[config.mk]
export PLATFORM = sky130hd
export DESIGN_NAME = iss_cell
export DESIGN_NICKNAME = d
export VERILOG_FILES = /design/src/rtl/core/iss_pkg.sv /design/src/rtl/core/iss_cell.sv
export SDC_FILE = /design/constraint.sdc
export NUM_CORES = 1
export LEC_CHECK = 0
export ABC_AREA = 1
export BUFFER_PORTS_ARGS = -buffer_cell sky130_fd_sc_hd__buf_2
export CAP_MARGIN = 40
export CORE_MARGIN = 10
export CORE_UTILIZATION = 40
export DETAILED_ROUTE_END_ITERATION = 8
export PLACE_DENSITY_LB_ADDON = 0.12
export SYNTH_ARGS = -nofsm -noshare
export SYNTH_HDL_FRONTEND = slang
export SYNTH_SLANG_ARGS = --single-unit
export TNS_END_PERCENT = 5
[constraint.sdc]
create_clock -name clock -period 3.96 [get_ports clock]
set_input_delay 0.792 -clock clock [delete_from_list [all_inputs] [get_ports clock]]
set_output_delay 0.792 -clock clock [all_outputs]
set_load 0.01 [all_outputs]
[src/rtl/core/iss_pkg.sv]
`timescale 1ns / 1ps
// ----------------------------------------------------------------------------
// Indexed sequence store package
// Shared constants, operation and status codes, and the cell control bundle.
// ----------------------------------------------------------------------------
package iss_pkg;

   // Default sizing of the store.
   localparam int DEPTH_DEFAULT       = 64;
   localparam int VALUE_WIDTH_DEFAULT = 32;

   // Fixed widths of the stream fields.
   localparam int OP_WIDTH        = 3;
   localparam int POS_WIDTH       = 7;
   localparam int DATA_WIDTH      = 32;
   localparam int COUNT_WIDTH     = 7;
   localparam int STATUS_WIDTH    = 2;
   localparam int REQ_TDATA_WIDTH = 40;
   localparam int RSP_TDATA_WIDTH = 40;

   // Operation codes carried on the request tuser.
   typedef enum logic [OP_WIDTH-1:0] {
      OP_PUSH_FRONT = 3'd0,
      OP_PUSH_BACK  = 3'd1,
      OP_INSERT     = 3'd2,
      OP_REMOVE     = 3'd3,
      OP_POP_FRONT  = 3'd4,
      OP_POP_BACK   = 3'd5,
      OP_READ       = 3'd6,
      OP_CLEAR      = 3'd7
   } iss_op_type;

   // Status codes carried on the response tuser.
   typedef enum logic [STATUS_WIDTH-1:0] {
      ST_OK    = 2'd0,
      ST_FULL  = 2'd1,
      ST_EMPTY = 2'd2,
      ST_RANGE = 2'd3
   } iss_status_type;

   // Command broadcast from the controller to every cell.
   typedef struct packed {
      logic ins;   // open a slot at the selected index and write the new word
      logic rem;   // close the slot at the selected index
      logic rd;    // drive the selected word onto the read tap
   } iss_cell_ctl_type;

endpackage

[src/rtl/core/iss_cell.sv]
`timescale 1ns / 1ps
// ----------------------------------------------------------------------------
// Indexed sequence store cell
// Holds one element and trades it with its neighbors on insert and remove.
// ----------------------------------------------------------------------------
module iss_cell #(
   parameter int DEPTH       = iss_pkg::DEPTH_DEFAULT,
   parameter int VALUE_WIDTH = iss_pkg::VALUE_WIDTH_DEFAULT,
   parameter int INDEX       = 0
) (
   input  logic                          clock,
   input  logic                          accept,
   input  iss_pkg::iss_cell_ctl_type     ctl,
   input  logic [$clog2(DEPTH)-1:0]      sel_pos,
   input  logic [VALUE_WIDTH-1:0]        new_word,
   input  logic [VALUE_WIDTH-1:0]        left_word,
   input  logic [VALUE_WIDTH-1:0]        right_word,
   output logic [VALUE_WIDTH-1:0]        word_out,
   output logic [VALUE_WIDTH-1:0]        tap
);

   localparam int IW = $clog2(DEPTH);
   localparam logic [IW-1:0] MY_IDX = IW'(INDEX);

   logic [VALUE_WIDTH-1:0] entry_ff;
   logic [VALUE_WIDTH-1:0] entry_in;

   // Pick the next content: shift toward the back on insert, toward the front
   // on remove, otherwise hold.
   always_comb begin
      entry_in = entry_ff;
      if (accept && ctl.ins) begin
         if (MY_IDX > sel_pos) begin
            entry_in = left_word;
         end else if (MY_IDX == sel_pos) begin
            entry_in = new_word;
         end
      end else if (accept && ctl.rem) begin
         if (MY_IDX >= sel_pos) begin
            entry_in = right_word;
         end
      end
   end

   // Element storage; its contents are meaningless until written.
   always_ff @(posedge clock) begin
      entry_ff <= entry_in;
   end

   assign word_out = entry_ff;

   // Only the selected cell puts its word on the shared read tap.
   assign tap = (ctl.rd && (MY_IDX == sel_pos)) ? entry_ff : '0;

endmodule

### Word level (Yosys, flattened, before mapping)

Cells that the tools add are included.
Widths: inputs -> output; s select.

| cells by class | value |
|---|---|
| order comparisons | 2 |
| equality and inequality tests | 1 |
| mux-type cells | 6 |
| reductions and logical operators | 7 |

Operators by type and width:

| cell | count |
|---|---|
| $mux 32 | 6 |
| $ge 1x6->1 const A | 1 |
| $gt 1x6->1 const A | 1 |
| $logic_not 6->1 | 1 |
| $reduce_bool 2->1 | 2 |
| $logic_and 1x1->1 | 3 |
| $ne 3x1->1 const B | 1 |
| $reduce_and 3->1 | 1 |

| word-level totals | value |
|---|---|
| flip-flop bits (word level) | 32 |
| bits of input ports | 107 |
| output and inout port bits | 64 |
| word-level logic and storage cells | 17 |

### Depth between registers and ports, before layout

Gate-level depths: netlist of the first run.

| logic depth | value |
|---|---|
| word-level depth | 4 |
| gate-level depth with buffers | 5 |
| gate-level depth less buffers | 3 |

### Worst setup path before layout of the first run

No wires, ideal clock.

| timing | value |
|---|---|
| path kind | input -> register |
| start | in sel_pos[3] |
| end | reg entry_ff[0] (netlist: word_out[0]) (enable) |
| library setup time | 0.421 ns |
| data arrival time | 2.389 ns |
| data required time | 3.539 ns |
| path slack | 1.150 ns |
| stages | 3 |
| path buffers | 0 |
| path through | nor2_1 nand3_1 nor2_1 |

| on the way | value |
|---|---|
| word-level cells in the longest chain between the ends | 3 |
| elaborated cells on any way between the ends | 6 |
| those cells by class | order compare (2); eq/ne (1); reduce/logical (3) |

RTL lines:

| what | line | source |
|---|---|---|
| start: declaration | iss_cell.sv:14 | `input logic [$clog2(DEPTH)-1:0] sel_pos,` |
| $gt 1x6->1 (tied with other cells) | iss_cell.sv:33 | `if (MY_IDX > sel_pos) begin` |
| $ne 3x1->1 (no line) / $reduce_bool 2->1 (equally long branches) | - |  |
| $reduce_and 3->1 (no line) * | - |  |
| end signal: assignment | iss_cell.sv:47 | `entry_ff <= entry_in;` |
| end: declaration | iss_cell.sv:25 | `logic [VALUE_WIDTH-1:0] entry_ff;` |

Every way passes the cells marked *; elsewhere a longest branch is shown, timed or not.
A chain may end at the register's enable or synchronous reset.

### Worst setup path in the final report of the first run

| timing | value |
|---|---|
| start | in sel_pos[5] |
| end | out tap[0] |

| on the way | value |
|---|---|
| word-level cells in the longest chain between the ends | 3 |

RTL lines:

| what | line | source |
|---|---|---|
| $logic_not 6->1 | iss_cell.sv:53 | `assign tap = (ctl.rd && (MY_IDX == sel_pos)) ? entry_ff : '0;` |
| $logic_and 1x1->1 | iss_cell.sv:53 |  |
| $mux 32 | iss_cell.sv:53 |  |
| end: declaration | iss_cell.sv:19 | `output logic [VALUE_WIDTH-1:0] tap` |

No other way between the ends.

==> results.tsv, run 1 <==
metric	value	unit
vias post-DR	1776	
Final Critical Period	2.460	ns
All-Layer GR Usage	14.00	%
# H-tree levels	2	
I/O pins	171	
antenna violations before repair	0	
Post-synth EDFFs	32	
largest net degree at the start of global routing	23	
Post-synth top cells	nand2_1, nand3_1, edfxtp_1, inv_1, nor2_2	
fill cell count	413	
DRC	0	
die height	87.16	um
sequential power share	55.2	%
clk sinks	32	
P&R area growth vs syn	44.94	%
worst slew pin tran	0.5241	ns
LEAKAGE	1.486	nW
Net Sw Frac	22.16	%
Syn Nets	321	
first-pass GRT wire length	8473	um
vias per inst	4.429	
largest family of logic cells by synthesized area	simple AND/OR/NAND/NOR gates	
Largest register FFs	32	
Clock Tree Buf Depth	2	
placed cells	396	
Synth Area in Adders	0	%
period utilisation layout	62.12	%
mux cell area share after synthesis	0	%
Primary FF master, synth	edfxtp_1	
drt initial violations	81	
die area	7597	sq um
Final Hold Fails	0	
WP data arrival	1.67	ns
fmax	406.5	MHz
Synth Area in Compound Gates	0.2774	%
number of library cell types mapped by synthesis	11	
fin. max-slew vios	0	
combinational share of power	12.8	%
CTS buffer count	5	
Clock Pin Slew Worst Setup and Hold Paths	0.06	ns
Worst setup EP type	output port	
worst min-delay path category	in -> reg	
Core Box Area	4354	sq um
Synth top area share	53.26	%
Antenna Nets Post-Route	0	
CP cell instances	buf_2 > nor2_1 > nand4_2 > buf_4 > nor2_1 > buf_2	
routed len/inst	13.94	um
First-pass DRT Iterations	4	
Post-Synthesis Cells	214	
Yosys Warn Count	0	
CP bufs+invs	3	
root buffer cell	clkbuf_8	
post-synthesis xor/xnor area fraction	0	%
final net count	458	
Cell Count, Final, Fillers Out	401	
design area	2615	sq um
Port Buffers	138	
Post-synth ARST share	0	%
CP delay by family, top	buffers and inverters	
status	finished, final reports clean	
vias in the first global route	1774	
crit path max-delay cell type	buf_4	
Avg Inst Size Synth	8.431	sq um
post-CTS setup buffers	0	
hold buffers post-CTS	0	
startpoint class of the critical path	input pin	
peak supply drop	162.3	uV
final worst slack	1.500	ns
Cell Rows	24	
grt total ovfl	0	
critical path class	in -> out	
CTS tree	done	
RSZ-0062 raised after global routing	no	
Slew HR	64.98	%
synthesized cell area	1804	sq um
Yosys reg bits	32	
internal power	0.5341	mW
critical path required time	3.17	ns
Max Cap Viol	0	
synth top area cells	edfxtp_1, nand2_1, nor2_2, nand3_1, inv_1	
CP max FO	19	
Place WS	1.476	ns
clock power share	32.1	%
final wirelength	5589	um
post-DP HPWL	4592	um
diodes inserted	0	
PwrDens	262.4	nW/um^2
Final Setup Violations	0	
most frequent cell after synthesis	nand2_1	
routability cong.	0.7550	
setup_tns	0	ns
PostCTS Resize Cnt	0	
Simple-Gate Fraction of Synth Area	35.02	%
Initial Utilization	41.44	%
Net Switching	0.1521	mW
Die W	87.16	um
share of layout cells above drive strength 1	51.86	%
max incr delay on CP	0.24	ns
Seq/Total Area, Yosys	53.26	%
DP Area	2546	sq um
biggest area consumer among synthesized cells	edfxtp_1	
-- layer usage --
metal,GRT usage (%),wire (um),vias to the layer above
met5,0,0,-
met4,4.058,65,0
met3,6.835,683,6
met2,24.78,2762,78
met1,14.19,2077,756
li1,-,-,936
-- power groups by stage --
stage / Clock (mW) / Combinational, mW / Sequential, mW
finish: 0.220 / 0.0875 / 0.379
global route: 0.241 / 0.101 / 0.378
CTS: 0.229 / 0.0891 / 0.379
detailed placement: 0 / 0.0890 / 0.386
global placement: 0 / 0.0867 / 0.386
floorplan: 0 / 0.0425 / 0.387
-- cells in the final DEF (no fill, tap or decap) --
| cell | Yosys | final |
|---|---|---|
| buf_16 | 0 | 1 |
| buf_2 | 9 | 138 |
| buf_4 | 0 | 5 |
| clkbuf_8 | 0 | 5 |
| edfxtp_1 | 32 | 32 |
| inv_1 | 32 | 32 |
| nand2_1 | 65 | 65 |
| nand3_1 | 33 | 33 |
| nand4_2 | 1 | 1 |
| nor2_1 | 6 | 5 |
| nor2_2 | 30 | 30 |
| nor2_4 | 0 | 1 |
| o21ai_0 | 1 | 1 |
-- cells by family (layout without fill, tap and decap cells) --
kind of cell,count (synthesis),after routing
buffers and inverters,46,181
flip-flops,32,32
AO/OA/AOI/OAI,1,1
AND/OR/NAND/NOR,135,135
-- per-stage QoR --
step                hold WS [ns]  util [%]  power [mW]
global route              0.7664     60.06      0.7203
floorplan                 0.9706         -      0.4292
finish                    0.7791     60.06      0.6861
global placement           1.054     57.84      0.4724
CTS                       0.7705     60.06      0.6963
detailed placement         1.060     58.48      0.4747
-- layout make-up --
type | count | area, sq um | share of cell area, %
Clock buffer | 5 | 68.82 | 2.632
Inverter | 32 | 120.1 | 4.593
Multi-Input combinational cell | 136 | 644.4 | 24.64
Sequential cell | 32 | 960.9 | 36.75
Tap cell | 52 | 65.06 | 2.488
Timing Repair Buffer | 144 | 755.7 | 28.90
-- worst paths after layout --
check / startpoint / end / slack [ns] / cells after the start
min: right_word[19] / word_out[19] / 0.78 / 3
max: sel_pos[5] / tap[0] / 1.50 / 6
Power figures use the tool's default switching activity.
==> run 2: changes to the inputs <==
--- a/config.mk
+++ b/config.mk
@@ -9,7 +9,7 @@
 export BUFFER_PORTS_ARGS = -buffer_cell sky130_fd_sc_hd__buf_2
 export CAP_MARGIN = 40
 export CORE_MARGIN = 10
-export CORE_UTILIZATION = 40
+export CORE_UTILIZATION = 33
 export DETAILED_ROUTE_END_ITERATION = 8
 export PLACE_DENSITY_LB_ADDON = 0.12
 export SYNTH_ARGS = -nofsm -noshare
==> constraint.sdc (replaced) <==
create_clock -name clock -period 2 [get_ports clock]
set_input_delay 0.4 -clock clock [delete_from_list [all_inputs] [get_ports clock]]
set_output_delay 0.4 -clock clock [all_outputs]
set_load 0.01 [all_outputs]
==> run 2 against run 1 <==
- flip-flop and latch count unchanged
- die area increased by 16%
- largest cell class unchanged
- sequential power increased by 98%
- first-iteration DRC count decreased by 3.7%
- non-clock buffer count increased by 5
==> results.tsv, run 2 (synthesis gave the netlist of run 1 again) <==
metric	value	unit
status	finished, final reports clean	
Final Hold Fails	0	
P&R area growth vs syn	47.78	%
vias in the first global route	1820	
WP data arrival	1.32	ns
DP Area	2586	sq um
worst min-delay path category	in -> reg	
worst slew pin tran	0.3780	ns
final net count	463	
Slew HR	74.54	%
post-CTS setup buffers	0	
CP max FO	13	
grt total ovfl	0	
root buffer cell	clkbuf_8	
clk sinks	32	
Worst setup EP type	output port	
antenna violations before repair	0	
period utilisation layout	86.21	%
CTS buffer count	5	
routability cong.	0.7240	
First-pass DRT Iterations	4	
hold path depth	3	
HP Start	right_word[7]	
vias per inst	4.222	
fin. max-slew vios	0	
drt initial violations	78	
Initial Utilization	34.66	%
Clock Pin Slew Worst Setup and Hold Paths	0.07	ns
post-DP HPWL	4848	um
Hold Path Sink	word_out[7]	
Max Cap Viol	0	
startpoint class of the critical path	input pin	
share of layout cells above drive strength 1	52.10	%
Largest register FFs	32	
routed len/inst	13.93	um
final worst slack	0.2757	ns
design area	2666	sq um
PostCTS Resize Cnt	0	
most frequent cells in the layout	buf_2, nand2_1, nand3_1, inv_1, edfxtp_1	
DRC	0	
vias post-DR	1803	
Port Buffers	138	
Final Critical Period	1.724	ns
largest net degree at the start of global routing	24	
first-pass GRT wire length	9142	um
LEAKAGE	1.508	nW
I/O pins	171	
critical path class	in -> out	
hold buffers post-CTS	0	
final wirelength	5947	um
PwrDens	524.9	nW/um^2
Final Setup Violations	0	
most common cell after layout, fill and taps aside	buf_2	
diodes inserted	0	
All-Layer GR Usage	13.32	%
setup_tns	0	ns
Place WS	0.2606	ns
RSZ-0062 raised after global routing	no	
critical path required time	1.60	ns
Antenna Nets Post-Route	0	
die area	8825	sq um
# H-tree levels	2	
CTS tree	done	
Clock Tree Buf Depth	2	
peak supply drop	261.3	uV
Cell Rows	26	
die height	93.94	um
Core Box Area	5205	sq um
Die W	93.94	um
fmax	580.0	MHz
-- run 2: worst max path at each step --
stage,end,slack [ns],depth (start not counted),start
after global placement,tap[0],0.28,6,sel_pos[5]
after detailed placement,tap[0],0.26,6,sel_pos[5]
after floorplan,word_out[0],0.09,3,ctl[2]
after global routing,tap[0],0.14,6,sel_pos[5]
final,tap[0],0.28,6,sel_pos[5]
after CTS,tap[0],0.26,6,sel_pos[5]
-- run 2: through the flow --
stage / util [%] / hold slack [ns] / instances / power [mW]
detailed placement: 49.69 / 0.6662 / 419 / 0.9478
CTS: 51.23 / 0.3668 / 427 / 1.422
finish: 51.23 / 0.3806 / 427 / 1.400
global route: 51.23 / 0.3693 / 427 / 1.472
floorplan: - / 0.5786 / 214 / 0.8501
global placement: 49.69 / 0.6621 / 419 / 0.9422
-- run 2: routing by layer --
layer	share of wire [%]	up-vias	global-route usage (%)	routed length, um
li1	-	949	-	-
met1	39	771	14.95	2292
met2	50	81	22.12	2969
met3	11	2	6.395	660
met4	0.39	0	3.418	23
met5	0	-	0	0
-- run 2: worst max-delay path: stages --
cell     delay [ns]
buf_2          0.10
nor2_1         0.21
nand4_2        0.15
buf_4          0.23
nor2_1         0.10
buf_2          0.13
-- run 2: layout make-up --
cell class	instances	area, sq um
clock buffer	7	76.32
clock inverter	1	3.754
fill	536	2539
inverter	32	120.1
multi-input combinational	136	644.4
sequential	32	960.9
tap	70	87.58
timing repair buffer	149	773.2
-- run 2: report_power, final --
part / leakage (nW) / total (mW) / switching (mW) / internal (mW)
Clock: 0.0399 / 0.470 / 0.228 / 0.242
Combinational: 1.19 / 0.181 / 0.0912 / 0.0895
Sequential: 0.281 / 0.749 / 0.00154 / 0.748
Total: 1.51 / 1.40 / 0.320 / 1.08
