[src/rtl/core/iss_pkg.sv]
`timescale 1ns / 1ps
// ----------------------------------------------------------------------------
// Indexed sequence store package
// Shared constants, operation and status codes, and the cell control bundle.
// ----------------------------------------------------------------------------
package iss_pkg;

   // Default sizing of the store.
   localparam int DEPTH_DEFAULT       = 64;
   localparam int VALUE_WIDTH_DEFAULT = 32;

   // Fixed widths of the stream fields.
   localparam int OP_WIDTH        = 3;
   localparam int POS_WIDTH       = 7;
   localparam int DATA_WIDTH      = 32;
   localparam int COUNT_WIDTH     = 7;
   localparam int STATUS_WIDTH    = 2;
   localparam int REQ_TDATA_WIDTH = 40;
   localparam int RSP_TDATA_WIDTH = 40;

   // Operation codes carried on the request tuser.
   typedef enum logic [OP_WIDTH-1:0] {
      OP_PUSH_FRONT = 3'd0,
      OP_PUSH_BACK  = 3'd1,
      OP_INSERT     = 3'd2,
      OP_REMOVE     = 3'd3,
      OP_POP_FRONT  = 3'd4,
      OP_POP_BACK   = 3'd5,
      OP_READ       = 3'd6,
      OP_CLEAR      = 3'd7
   } iss_op_type;

   // Status codes carried on the response tuser.
   typedef enum logic [STATUS_WIDTH-1:0] {
      ST_OK    = 2'd0,
      ST_FULL  = 2'd1,
      ST_EMPTY = 2'd2,
      ST_RANGE = 2'd3
   } iss_status_type;

   // Command broadcast from the controller to every cell.
   typedef struct packed {
      logic ins;   // open a slot at the selected index and write the new word
      logic rem;   // close the slot at the selected index
      logic rd;    // drive the selected word onto the read tap
   } iss_cell_ctl_type;

endpackage

[src/rtl/core/iss_ctrl.sv]
`timescale 1ns / 1ps
// ----------------------------------------------------------------------------
// Indexed sequence store controller
// Decodes operations, checks fullness, emptiness and range, and keeps the element count.
// ----------------------------------------------------------------------------
module iss_ctrl #(
   parameter int DEPTH = iss_pkg::DEPTH_DEFAULT
) (
   input  logic                              clock,
   input  logic                              reset,
   input  logic                              accept,
   input  iss_pkg::iss_op_type               op,
   input  logic [iss_pkg::POS_WIDTH-1:0]     pos,
   output iss_pkg::iss_cell_ctl_type         ctl,
   output logic [$clog2(DEPTH)-1:0]          sel_pos,
   output iss_pkg::iss_status_type           status,
   output logic [$clog2(DEPTH+1)-1:0]        count_next
);

   localparam int IW = $clog2(DEPTH);
   localparam int CW = $clog2(DEPTH + 1);
   localparam int XW = (CW > iss_pkg::POS_WIDTH) ? CW : iss_pkg::POS_WIDTH;

   logic [CW-1:0] count_ff;
   logic [CW-1:0] count_in;
   logic [CW-1:0] count_m1;
   logic [CW-1:0] count_p1;
   logic [XW-1:0] pos_x;
   logic [XW-1:0] cnt_x;
   logic          full;
   logic          empty;

   assign full     = (count_ff == CW'(DEPTH));
   assign empty    = (count_ff == '0);
   assign count_m1 = count_ff - CW'(1);
   assign count_p1 = count_ff + CW'(1);
   assign pos_x    = XW'(pos);
   assign cnt_x    = XW'(count_ff);

   // Operation decode. A rejected operation leaves the store untouched.
   always_comb begin
      ctl      = '0;
      sel_pos  = '0;
      status   = iss_pkg::ST_OK;
      count_in = count_ff;
      unique case (op)
         iss_pkg::OP_PUSH_FRONT: begin
            if (full) begin
               status = iss_pkg::ST_FULL;
            end else begin
               ctl.ins  = 1'b1;
               count_in = count_p1;
            end
         end
         iss_pkg::OP_PUSH_BACK: begin
            if (full) begin
               status = iss_pkg::ST_FULL;
            end else begin
               ctl.ins  = 1'b1;
               sel_pos  = count_ff[IW-1:0];
               count_in = count_p1;
            end
         end
         iss_pkg::OP_INSERT: begin
            if (full) begin
               status = iss_pkg::ST_FULL;
            end else if (pos_x > cnt_x) begin
               status = iss_pkg::ST_RANGE;
            end else begin
               ctl.ins  = 1'b1;
               sel_pos  = pos_x[IW-1:0];
               count_in = count_p1;
            end
         end
         iss_pkg::OP_REMOVE: begin
            if (empty) begin
               status = iss_pkg::ST_EMPTY;
            end else if (pos_x >= cnt_x) begin
               status = iss_pkg::ST_RANGE;
            end else begin
               ctl.rem  = 1'b1;
               ctl.rd   = 1'b1;
               sel_pos  = pos_x[IW-1:0];
               count_in = count_m1;
            end
         end
         iss_pkg::OP_POP_FRONT: begin
            if (empty) begin
               status = iss_pkg::ST_EMPTY;
            end else begin
               ctl.rem  = 1'b1;
               ctl.rd   = 1'b1;
               count_in = count_m1;
            end
         end
         iss_pkg::OP_POP_BACK: begin
            if (empty) begin
               status = iss_pkg::ST_EMPTY;
            end else begin
               ctl.rem  = 1'b1;
               ctl.rd   = 1'b1;
               sel_pos  = count_m1[IW-1:0];
               count_in = count_m1;
            end
         end
         iss_pkg::OP_READ: begin
            if (empty) begin
               status = iss_pkg::ST_EMPTY;
            end else if (pos_x >= cnt_x) begin
               status = iss_pkg::ST_RANGE;
            end else begin
               ctl.rd  = 1'b1;
               sel_pos = pos_x[IW-1:0];
            end
         end
         iss_pkg::OP_CLEAR: begin
            count_in = '0;
         end
         default: begin
            count_in = count_ff;
         end
      endcase
   end

   // Element count register.
   always_ff @(posedge clock) begin
      if (reset) begin
         count_ff <= '0;
      end else if (accept) begin
         count_ff <= count_in;
      end
   end

   assign count_next = count_in;

endmodule

[config.mk]
export PLATFORM = sky130hd
export DESIGN_NAME = iss_ctrl
export DESIGN_NICKNAME = d
export VERILOG_FILES = /design/src/rtl/core/iss_pkg.sv /design/src/rtl/core/iss_ctrl.sv
export SDC_FILE = /design/constraint.sdc
export NUM_CORES = 1
export LEC_CHECK = 0
export ABC_AREA = 1
export BUFFER_PORTS_ARGS = -buffer_cell sky130_fd_sc_hd__buf_2
export CAP_MARGIN = 0
export CORE_MARGIN = 4
export CORE_UTILIZATION = 44
export CTS_CLUSTER_DIAMETER = 50
export CTS_CLUSTER_SIZE = 28
export DETAILED_ROUTE_END_ITERATION = 10
export HOLD_SLACK_MARGIN = 0.03
export PLACE_DENSITY = 0.67
export SLEW_MARGIN = 20
export SYNTH_ARGS = -nofsm -noshare
export SYNTH_HDL_FRONTEND = slang
export SYNTH_SLANG_ARGS = --single-unit
export TNS_END_PERCENT = 20
[constraint.sdc]
create_clock -name clock -period 3.1 [get_ports clock]
set_clock_uncertainty 0.15 [all_clocks]
set_input_delay 0.62 -clock clock [delete_from_list [all_inputs] [get_ports clock]]
set_output_delay 0.62 -clock clock [all_outputs]
set_load 0.02 [all_outputs]
* After elaboration in Yosys (flattened, before gate mapping)
Index checks and enable logic that the tools add are counted.
** Word-level totals
- Input port bits :: 13
- Register bits after elaboration :: 7
- Output and inout port bits :: 18
- Word-level logic and storage cells :: 50
** Cells by class
- Muxes and demuxes :: 32
- Magnitude comparators :: 2
- Eq/ne operators :: 8
- $add $sub $neg :: 2
- Reduce and logical (&&, ||, !) cells :: 5
** Operator list (count)
- 7-bit two-way mux :: 6
- 6-bit two-way mux :: 6
- 7-bit case mux with 5 select lines :: 1
- 6-bit case mux with 4 select lines :: 1
- 2-bit two-way mux :: 8
- 3-bit equality test (second input constant) :: 4
- 2-bit case mux with 4 select lines :: 1
- 7-bit by 1-bit adder with 7-bit output (second input constant) :: 1
- 7-bit equality test (second input constant) :: 1
- 7-bit greater-or-equal comparator :: 1
- 7-bit > comparator :: 1
- 7-bit zero test :: 1
- 7-bit by 1-bit subtractor with 7-bit output (second input constant) :: 1
- 3-bit by 2-bit equality test with 1-bit output (second input constant) :: 2
- 1-bit two-way mux :: 6
- 2-bit OR reduction :: 3
- 1-bit case mux with 2 select lines :: 2
- 3-bit by 1-bit equality test with 1-bit output (second input constant) :: 1
- 3-bit zero test :: 1
- 1-bit case mux with 3 select lines :: 1

* Depth between registers and ports, before layout
- Depth after elaboration :: 4
- Gate-level depth with buffers :: 16
- Depth with buffers taken out :: 16

* Worst setup path after synthesis
Ideal clock, no wire load.
- Path kind :: input -> output
- Start :: in pos[6] in the netlist's numbering
- End :: out count_next[5]
- Buffers on the path :: 0
- Path slack :: 341 ps
- Arrival :: 1989 ps
- Cell stages on the path :: 12
- Data required time :: 2330 ps
- Cell sequence :: ha_1 nand2_2 inv_2 a21oi_4 nand2_1 nand2_1 nand3_2 nand2_2 nand2_1 nand2_1 inv_1 nand2_1
** Between the ends
- Word-level cells in the longest chain between the ends :: 4
- Elaborated cells between the ends (all ways) :: 7
- Those cells by class :: order compare (2); mux (5)
** Ends and longest elaborated chain
- start: declaration :: line iss_ctrl.sv:13 : input logic [iss_pkg::POS_WIDTH-1:0] pos,
- 7-bit greater-or-equal comparator / 7-bit > comparator (equally long branches) :: line iss_ctrl.sv:78, iss_ctrl.sv:67
- 7-bit two-way mux, on equally long branches :: line iss_ctrl.sv:78, iss_ctrl.sv:67
- 7-bit two-way mux, on equally long branches :: line iss_ctrl.sv:76, iss_ctrl.sv:65
- 7-bit case mux with 5 select lines * :: line iss_ctrl.sv:46 : unique case (op)
- end: declaration :: line iss_ctrl.sv:17 : output logic [$clog2(DEPTH+1)-1:0] count_next
Every way passes the cells marked *; elsewhere a longest branch is shown, timed or not.

* Final worst setup path
- Start :: in pos[2] in the netlist's numbering
- End :: out count_next[0]
The elaborated chain is that of the path after synthesis.

==> out/qor.log <==
INFO  worst_setup_path worst_ep_required_time=2.33ns
INFO  clocking       cts_max_path_bufs=2
INFO  worst_hold_path worstHoldPathCells=2
INFO  drt            drt-wirelength-per-cell=12.7um
INFO  logic_synthesis mappedNetlistArea=1360squm
INFO  final_layout   insertedDiodeCount=0
INFO  logic_synthesis synth_top_cell_area_share=18.6%
INFO  outcome        run_status=completed
INFO  logic_synthesis ys_seq_area_share=10.3%
INFO  worst_setup_path ff2ff_path_depth=14
INFO  global_route   grt_pass1_wl=6150um
INFO  worst_setup_path critical_path.max_fanout=5
INFO  logic_synthesis synthDistinctLibCells=28
INFO  sta            period_minus_slack=2.96ns
INFO  drt            route.antenna.remaining_nets=0
INFO  clocking       cts.sink_count=7
INFO  final_layout   largest_register_ffs=7
INFO  logic_synthesis postSynthCellCount=227
INFO  drt            first_pass_iters=4
INFO  flow_run       max_cap_viol_count=0
INFO  final_layout   layout_filler_cell_count=314
INFO  drt            detailroute.via_count=1578
INFO  sta            timing.final.crit_share=95.6%
INFO  worst_setup_path start_kind=primary input
INFO  global_route   track_usage=18.7%
INFO  final_layout   design.final.nets=294
INFO  sta            fin_ws=0.137ns
INFO  sta            finalHoldViolCount=0
INFO  logic_synthesis yosys_register_bits=7
INFO  clocking       cts-root-buf=sky130_fd_sc_hd__clkbuf_4
INFO  power          power_density=335nW/um^2
INFO  sta            max_freq=0.337GHz
INFO  sta            setup_viol_count_final=0
INFO  final_layout   post_route_cells_drive_above_1_share=33.2%
INFO  clocking       ctsHoldBuffers=0
INFO  floorplanning  initial_core_util=47.5%
INFO  power          vdd.ir_drop.worst=0.000250V
INFO  floorplanning  chipWidth=63.5um
INFO  clocking       cts_htree_levels=1
INFO  worst_setup_path critical_path_class=in -> out
INFO  worst_setup_path worst-r2r-setup-slack=1.04ns
INFO  worst_setup_path cp_data_arrival_time=2.19ns
INFO  floorplanning  row_count=19
INFO  worst_setup_path worstReg2RegStart=cnt_x[6]$_SDFFE_PP0P_
INFO  worst_setup_path timing.critical_path.to_type=primary output
INFO  global_route   maximum_number_of_pins_on_one_net_before_global_route_repair=10
INFO  drt            drc=0
INFO  drt            route.final.wire_length=3790um
INFO  sta            relSlewSlack=73.8%
INFO  worst_hold_path min_to=cnt_x[6]$_SDFFE_PP0P_
INFO  floorplanning  placeableCoreArea=2850squm
INFO  clocking       cts_made_buffers=3
INFO  floorplanning  floorplan.die_area=4030squm
INFO  floorplanning  fp.dieH=63.5um
INFO  worst_hold_path hp-class=reg -> reg
INFO  power          p_total=563uW
INFO  worst_setup_path timing.rr.end=cnt_x[5]$_SDFFE_PP0P_
INFO  logic_synthesis syn-mean-instance-area=5.97squm
INFO  global_route   grt_overflow_total=0
INFO  place          port-buffer-count=30
INFO  power          power_leakage=0.936nW
INFO  logic_synthesis ys.warnings.count=0
INFO  floorplanning  number_of_ports_placed_on_the_die_boundary=31
INFO  place          dpl_worst_slack=0.0361ns
INFO  place          gp_congestion=0.939
INFO  global_route   initial_antenna_violation_count=0
INFO  logic_synthesis mappedNetlistNets=252
INFO  drt            drt_iter0_markers=108
INFO  worst_hold_path min_from=cnt_x[6]$_SDFFE_PP0P_
INFO  logic_synthesis synth_top_cell_by_area=sky130_fd_sc_hd__nand2_1
INFO  clocking       clk-insertion-delay-late=0.26ns
INFO  final_layout   area_delta_synth_final=24.0%
INFO  sta            max_slew.worst_pin.slew=0.391ns
INFO  place          dp.final_hpwl=3120um
INFO  global_route   number_of_global_route_vias_before_repair=1382
INFO  sta            slew_viol_final=0
INFO  clocking       clk_pin_slew_worst_paths=0.05ns
INFO  logic_synthesis synth.area.top_cells=sky130_fd_sc_hd__nand2_1 19%, sky130_fd_sc_hd__ha_1 11%, sky130_fd_sc_hd__dfxtp_1 10%, sky130_fd_sc_hd__nand3_1 10%, sky130_fd_sc_hd__inv_1 7.8%
INFO  clocking       tritoncts_clock_tree=built
INFO  drt            vias_per_cell=5.28
INFO  sta            hold_slack=0.459ns
==> layout make-up <==
type | instances | area, sq um | share of cell area, %
tap | 31 | 38.8 | 2.31
multi-input combinational | 183 | 1110 | 66.3
timing repair buffer | 40 | 225 | 13.4
clock buffer | 4 | 26.3 | 1.56
sequential | 7 | 145 | 8.64
inverter | 34 | 130 | 7.74
==> synthesized netlist by cell type <==
cell type,instances
sky130_fd_sc_hd__nor2_1,9
sky130_fd_sc_hd__nand2_1,67
sky130_fd_sc_hd__nor2_2,5
sky130_fd_sc_hd__dfxtp_1,7
sky130_fd_sc_hd__nand3_2,5
sky130_fd_sc_hd__ha_1,12
sky130_fd_sc_hd__nand2_2,7
sky130_fd_sc_hd__o21ai_1,3
sky130_fd_sc_hd__nand4_2,2
sky130_fd_sc_hd__inv_2,6
sky130_fd_sc_hd__inv_1,28
sky130_fd_sc_hd__nor3_4,1
sky130_fd_sc_hd__o31ai_1,1
sky130_fd_sc_hd__o21ai_0,6
sky130_fd_sc_hd__buf_6,2
sky130_fd_sc_hd__a21oi_4,1
sky130_fd_sc_hd__a21oi_1,11
sky130_fd_sc_hd__nor3_1,4
sky130_fd_sc_hd__o21ai_2,1
sky130_fd_sc_hd__nand3_1,28
sky130_fd_sc_hd__or2_1,1
sky130_fd_sc_hd__nand2_4,2
sky130_fd_sc_hd__xor2_1,6
sky130_fd_sc_hd__or2_2,2
sky130_fd_sc_hd__nand4_1,5
sky130_fd_sc_hd__nor2_4,2
sky130_fd_sc_hd__o211ai_1,2
sky130_fd_sc_hd__buf_4,1
==> worst max path at each step <==
stage,to,depth (start not counted),from,slack [ns]
global route,count_next[0],15,pos[2],-0.02
detailed placement,sel_pos[1],12,pos[6],0.04
finish,count_next[0],15,pos[2],0.14
global placement,sel_pos[4],12,pos[6],0.04
CTS,sel_pos[1],12,cnt_x[4]$_SDFFE_PP0P_,0.05
floorplan,count_next[5],12,pos[6],0.34
==> power breakdown <==
part	internal, mW	switching (mW)
combinational	0.130	0.241
sequential	0.0980	0.00756
clock	0.0493	0.0370
==> what timing repair did <==
action | in CTS | in global routing
pin swaps | 0 | 4
gates resized for setup | 2 | 16
setup endpoints to repair | 6 | 13
buffers inserted | 0 | 1
==> layout by cell type (no fill, tap or decap), types with 2 or more instances in the layout <==
master / instances
sky130_fd_sc_hd__o211ai_1: 2
sky130_fd_sc_hd__a21oi_1: 11
sky130_fd_sc_hd__nor2_4: 2
sky130_fd_sc_hd__nand3_4: 2
sky130_fd_sc_hd__buf_4: 10
sky130_fd_sc_hd__nand4_2: 2
sky130_fd_sc_hd__nand2_1: 61
sky130_fd_sc_hd__buf_2: 30
sky130_fd_sc_hd__o21ai_0: 5
sky130_fd_sc_hd__nand2_4: 3
sky130_fd_sc_hd__inv_2: 6
sky130_fd_sc_hd__ha_1: 11
sky130_fd_sc_hd__nor2_1: 9
sky130_fd_sc_hd__o21ai_1: 4
sky130_fd_sc_hd__nand3_2: 5
sky130_fd_sc_hd__dfxtp_1: 5
sky130_fd_sc_hd__inv_1: 27
sky130_fd_sc_hd__nor3_1: 4
sky130_fd_sc_hd__xor2_1: 6
sky130_fd_sc_hd__clkbuf_4: 3
sky130_fd_sc_hd__or2_2: 2
sky130_fd_sc_hd__nand4_1: 5
sky130_fd_sc_hd__nor2_2: 5
sky130_fd_sc_hd__nand2_2: 12
sky130_fd_sc_hd__nand3_1: 26
==> cell families after synthesis <==
| logic type | after synthesis | synth area share (%) |
|---|---|---|
| adders and majority gates | 12 | 11.1 |
| AOI/OAI and AO/OA | 25 | 10.9 |
| buffers and inverters | 37 | 11.6 |
| xor gates and xnor gates | 6 | 3.88 |
| DFF | 7 | 10.3 |
| and+or+nand+nor | 140 | 52.2 |
==> through the flow <==
stage | std cells | utilization, % | instance area, sq um | setup TNS, ns
after floorplan | 227 | - | 1360 | 0
after global placement | 294 | 55.4 | 1580 | 0
after detailed placement | 294 | 55.4 | 1580 | 0
after CTS | 298 | 56.5 | 1610 | 0
after global routing | 299 | 58.9 | 1680 | -0.0156
final | 299 | 58.9 | 1680 | 0
==> critical path: stages <==
cell and delay (ns):
sky130_fd_sc_hd__buf_2 0.11, sky130_fd_sc_hd__ha_1 0.32, sky130_fd_sc_hd__a21oi_1 0.13, sky130_fd_sc_hd__nand2_1 0.09, sky130_fd_sc_hd__nand2_2 0.10, sky130_fd_sc_hd__nand2_2 0.08
sky130_fd_sc_hd__nand2_2 0.11, sky130_fd_sc_hd__nand2_1 0.07, sky130_fd_sc_hd__nand2_2 0.11, sky130_fd_sc_hd__nand3_1 0.08, sky130_fd_sc_hd__nand2_1 0.07, sky130_fd_sc_hd__nand2_1 0.05
sky130_fd_sc_hd__nand2_1 0.08, sky130_fd_sc_hd__inv_1 0.04, sky130_fd_sc_hd__buf_2 0.15
==> layer usage <==
metal	share of wire, %	track usage (%)
met1	48	26.5
met2	45	29.9
met3	6.6	1.95
met4	1.2	4.85
met5	0	0
Note: power is estimated with default switching activity, not from simulation.
